`src/rtl/core/slim_pkg.sv`:
```
// Shared types and constants for the sorted list insert/merge unit.
// Used by slim_cell, slim_list and sorted_list_insert_merge_unit; no dependencies.
package slim_pkg;

  localparam int unsigned ListDepth = 32;

  localparam logic [1:0] REQ_INSERT_A = 2'd0;
  localparam logic [1:0] REQ_INSERT_B = 2'd1;
  localparam logic [1:0] REQ_MERGE    = 2'd2;

  localparam logic [1:0] STATUS_INSERTED = 2'd0;
  localparam logic [1:0] STATUS_FULL     = 2'd1;
  localparam logic [1:0] STATUS_MERGED   = 2'd2;
  localparam logic [1:0] STATUS_EMPTY    = 2'd3;

  localparam logic SOURCE_A = 1'b0;
  localparam logic SOURCE_B = 1'b1;

  typedef struct packed {
    logic [1:0]         req_type;
    logic signed [31:0] value;
  } slim_in_t;

  typedef struct packed {
    logic signed [31:0] value_out;
    logic               source;
    logic [1:0]         status;
    logic               last;
  } slim_out_t;

  // Command broadcast to every cell of one list.
  typedef struct packed {
    logic               ins;
    logic               pop;
    logic signed [31:0] value;
  } slim_cmd_t;

  // What a cell shows to its two neighbors.
  typedef struct packed {
    logic signed [31:0] data;
    logic               valid;
    logic               gt;
  } slim_link_t;

endpackage

```
`src/rtl/core/slim_cell.sv`:
```
// One storage cell of a sorted list: holds one entry and trades it with its neighbors.
// Depends on slim_pkg.
module slim_cell (
  input  logic                clk,
  input  logic                rst_n,
  input  slim_pkg::slim_cmd_t cmd,
  input  slim_pkg::slim_link_t prev_link,
  input  slim_pkg::slim_link_t next_link,
  output slim_pkg::slim_link_t link
);

  logic signed [31:0] data_r;
  logic signed [31:0] data_nxt;
  logic               valid_r;
  logic               valid_nxt;
  logic               gt;

  // Entries are ascending, so the cells holding values above the new one form a tail.
  assign gt = valid_r && (data_r > cmd.value);

  always_comb begin
    data_nxt  = data_r;
    valid_nxt = valid_r;
    if (cmd.ins) begin
      if (gt || (!valid_r && prev_link.valid)) begin
        data_nxt  = prev_link.gt ? prev_link.data : cmd.value;
        valid_nxt = 1'b1;
      end
    end else if (cmd.pop) begin
      data_nxt  = next_link.data;
      valid_nxt = next_link.valid;
    end
  end

  always_ff @(posedge clk) begin
    if (!rst_n) begin
      valid_r <= 1'b0;
    end else begin
      valid_r <= valid_nxt;
    end
  end

  always_ff @(posedge clk) begin
    data_r <= data_nxt;
  end

  assign link.data  = data_r;
  assign link.valid = valid_r;
  assign link.gt    = gt;

endmodule

```
`src/rtl/core/slim_list.sv`:
```
// One bounded ascending list built as a chain of slim_cell instances.
// Depends on slim_pkg and slim_cell.
module slim_list (
  input  logic                 clk,
  input  logic                 rst_n,
  input  slim_pkg::slim_cmd_t  cmd,
  output slim_pkg::slim_link_t head,
  output logic                 second_valid,
  output logic                 full
);

  localparam int unsigned Depth = slim_pkg::ListDepth;

  slim_pkg::slim_link_t links [Depth];
  slim_pkg::slim_link_t first_prev;
  slim_pkg::slim_link_t last_next;

  // The front cell always sees a valid neighbor that is not greater.
  assign first_prev.data  = '0;
  assign first_prev.valid = 1'b1;
  assign first_prev.gt    = 1'b0;

  assign last_next.data  = '0;
  assign last_next.valid = 1'b0;
  assign last_next.gt    = 1'b0;

  for (genvar i = 0; i < Depth; i++) begin : g_cell
    slim_cell u_cell (
      .clk       (clk),
      .rst_n     (rst_n),
      .cmd       (cmd),
      .prev_link ((i == 0) ? first_prev : links[(i == 0) ? 0 : i - 1]),
      .next_link ((i == Depth - 1) ? last_next : links[(i == Depth - 1) ? i : i + 1]),
      .link      (links[i])
    );
  end

  assign head         = links[0];
  assign second_valid = links[1].valid;
  assign full         = links[Depth - 1].valid;

endmodule

```
`config.mk`:
```
export PLATFORM = sky130hd
export DESIGN_NAME = slim_list
export DESIGN_NICKNAME = d
export VERILOG_FILES = /design/src/rtl/core/slim_pkg.sv /design/src/rtl/core/slim_cell.sv /design/src/rtl/core/slim_list.sv
export SDC_FILE = /design/constraint.sdc
export NUM_CORES = 2
export LEC_CHECK = 0
export ABC_CLOCK_PERIOD_IN_PS = 6400
export BUFFER_PORTS_ARGS = -buffer_cell sky130_fd_sc_hd__buf_2
export CORE_MARGIN = 2
export CORE_UTILIZATION = 35
export DETAILED_ROUTE_END_ITERATION = 8
export GPL_TIMING_DRIVEN = 0
export HOLD_SLACK_MARGIN = 0.03
export PLACE_DENSITY_LB_ADDON = 0.1
export SKIP_LAST_GASP = 1
export SYNTH_ARGS = -nofsm -noshare
export SYNTH_HDL_FRONTEND = slang
export SYNTH_SLANG_ARGS = --single-unit
```
`constraint.sdc`:
```
create_clock -name clk -period 6.4 [get_ports clk]
set_input_delay 1.28 -clock clk [delete_from_list [all_inputs] [get_ports clk]]
set_output_delay 1.28 -clock clk [all_outputs]
set_load 0.005 [all_outputs]
```
==> run metrics <==
outcome finished, violations left; failing checks capacitance limit, slew limit, setup timing; area delta synth->final 15.2%; GRT Total Usage 36.8%; #FFs+latches synth roughly 1100; Max clock buf depth 3; slowest library cell on the worst path clkbuf_4; H-tree levels 4; clk_lat worst skew around 0.83 ns; CTS tree built; Clock Skew 0.0392 ns; Max Cap Viol 7; synth warn 0; Crit. End Element primary output; most common cell after layout, fill and taps aside a21oi_1; wire length on met1 166000 microns; post-DR wirelength/cell 38.5 microns; # rows 170; routed wl met2 174000 microns; synthesized area 75800 sq um; max-slew violations 42; maximum vdd ir drop 0.305 mV; critical-path cell list clkbuf_2, clkbuf_4, inv_2, ha_1, nand4_1, nor3_1, a221oi_1, a31oi_1, or4b_1, buf_4, buf_6, inv_1, buf_4, buf_2; post-synthesis sequential area ratio between 40% and 50%; CTS Sinks 1056; Die W between 400 and 500 microns; worst hold margin 0.619 ns; vias in the first global route 67500; Worst Path Arrival just over 5 ns; IO buf count 38; largest net degree at the start of global routing 33; Clk pin slew, worst setup/hold paths ~0.060 ns; initial DRC count 9462; hpwl dp roughly 330000 microns; critical path fanouts, max 15; Post-route DRC 0; area of the core 215000 sq um; Routed Antenna Nets 0; DR top layer met5; Worst EP required 5.12 ns; die area 220000 sq um; vias between 70000 and 80000; Reg-to-Reg Start g_cell[26].u_cell.data_r[27]; mean area per synthesized cell 9.95 sq um; Hold Path Class register to register; cell repeated most along the worst path buf_4; via/cell ratio 6.56; layout cells sized above 1 8.30%; final core utilization 40.6%; GR Overflow Total 0; final setup margin -0.0317 ns; PnR Total Power 24.7 mW; Worst Setup Path Type input port to primary output; syn nets 8679; first-pass GRT wire length 562000 microns; leading cell types in the layout, fill and taps excluded a21oi_1, ha_1, edfxtp_1; synth unique cells 71; total wire length between 400000 and 500000 microns; Post-synth ARST share 0%; Layout Nets 8964; ys flop type edfxtp_1; Setup Viol. Count Final 1; Worst Setup SP cmd[28]; Post-CTS Hold Fix Bufs 0; slew of the pin with the lowest slew margin roughly 1.6 ns; pre-CTS WS -1.26 ns; fin crit share 100%; CP max stage delay 0.61 ns; TritonCTS buffer count 137; Worst setup SP type input port; Die H 469 microns; initial antenna violation count 42; fin crit period 6.43 ns; FMAX 155 MHz; power per cell area 283 nW/um^2; drt pass-1 iters 6; Hold Crit Start g_cell[31].u_cell.data_r[0]; setup_tns -0.0317 ns; EDFF count, synth between 1000 and 1500; Syn Inst Count 7619; Clock Tree Root clkbuf_16; Initial Utilization approximately a third; routability congestion estimate 0.952; Pleak 36.3 nW; Relative slew margins -9.28%; I/O pin cnt 72; met3 WL 43800 microns; Final Hold Vio Count 0
[per-layer routing]
| metal | vias to the layer above | track usage [%] |
|---|---|---|
| li1 | 30100 | - |
| met1 | 35700 | 47.5 |
| met2 | 4479 | 53.0 |
| met3 | 1074 | 9.00 |
| met4 | 26 | 27.5 |
| met5 | - | 0 |
[repair_timing]
item,CTS,global route
setup endpoints to repair,271,1
cloned,0,0
gates resized for setup,41,12
hold endpoints to repair,0,0
setup buffers,0,0
[critical path, delay by kind of cell]
kind            cells  cell delay (ns)
buf+inv             8             2.21
simple gates        3             0.72
compound gates      2             0.49
fa+ha+maj           1             0.41
[per-stage QoR]
step,std cells,cell area [sq um]
3_5_place_dp,10600,82800
4_1_cts,10800,87200
3_3_place_gp,10500,79600
5_1_grt,10900,87200
6_report,10900,87300
2_1_floorplan,7619,75800
[sequential cells by signal (all words and copies together) (netlist names)]
| name | count |
|---|---|
| g_cell.u_cell.valid_r | 32 |
| g_cell.u_cell.data_r | 1024 |
[power by group]
| part | leakage, nW | switching [mW] | internal, mW |
|---|---|---|---|
| combinational | 23.9 | 4.46 | 2.34 |
| clock | 2.13 | 3.42 | 4.45 |
| sequential | 10.2 | 1.14 | 8.90 |
| total | 36.3 | 9.02 | 15.7 |
[synth_stat cells (57+ instances only)]
| cell | instances | area [sq um] |
|---|---|---|
| nand3_1 | 330 | 1650 |
| ha_1 | 1024 | 12800 |
| edfxtp_1 | 1024 | 30700 |
| o211ai_1 | 57 | 428 |
| nand4_1 | 218 | 1360 |
| mux2i_1 | 436 | 4360 |
| clkbuf_1 | 390 | 1460 |
| a221o_1 | 158 | 1580 |
| inv_1 | 322 | 1210 |
| o221ai_1 | 199 | 1740 |
| nor2_1 | 681 | 2560 |
| and3_1 | 158 | 988 |
| a21oi_1 | 1216 | 6090 |
| nand2_1 | 273 | 1020 |
| nor3_1 | 225 | 1130 |
| o21ai_0 | 168 | 841 |
| buf_2 | 75 | 375 |
| a21o_1 | 96 | 721 |
[final timing paths]
kind	to	slack (ns)	cells past startpoint
max	head[0]	-0.03	14
max reg2reg	g_cell[26].u_cell.data_r[5]	2.13	10
min	g_cell[30].u_cell.data_r[0]	0.62	2
min reg2reg	g_cell[30].u_cell.data_r[0]	0.62	2
[logic make-up after synthesis]
family	Yosys count	synth area share, %
adders and majority gates	1024	16.9
DFF	1056	41.4
buffers and inverters	858	4.66
AOI/OAI and AO/OA	2172	18.1
muxes	437	5.77
and+or+nand+nor	2072	13.2
[layout make-up]
cell class,count,area (sq um)
sequential,1056,31400
multi-input combinational,5705,41400
buffer,521,2450
clock inverter,72,578
tap,2838,3550
clock buffer,171,3740
fill,21200,128000
timing repair buffer,160,2850
antenna,37,92.6
inverter,323,1270
(Power assumes the default switching activity.)
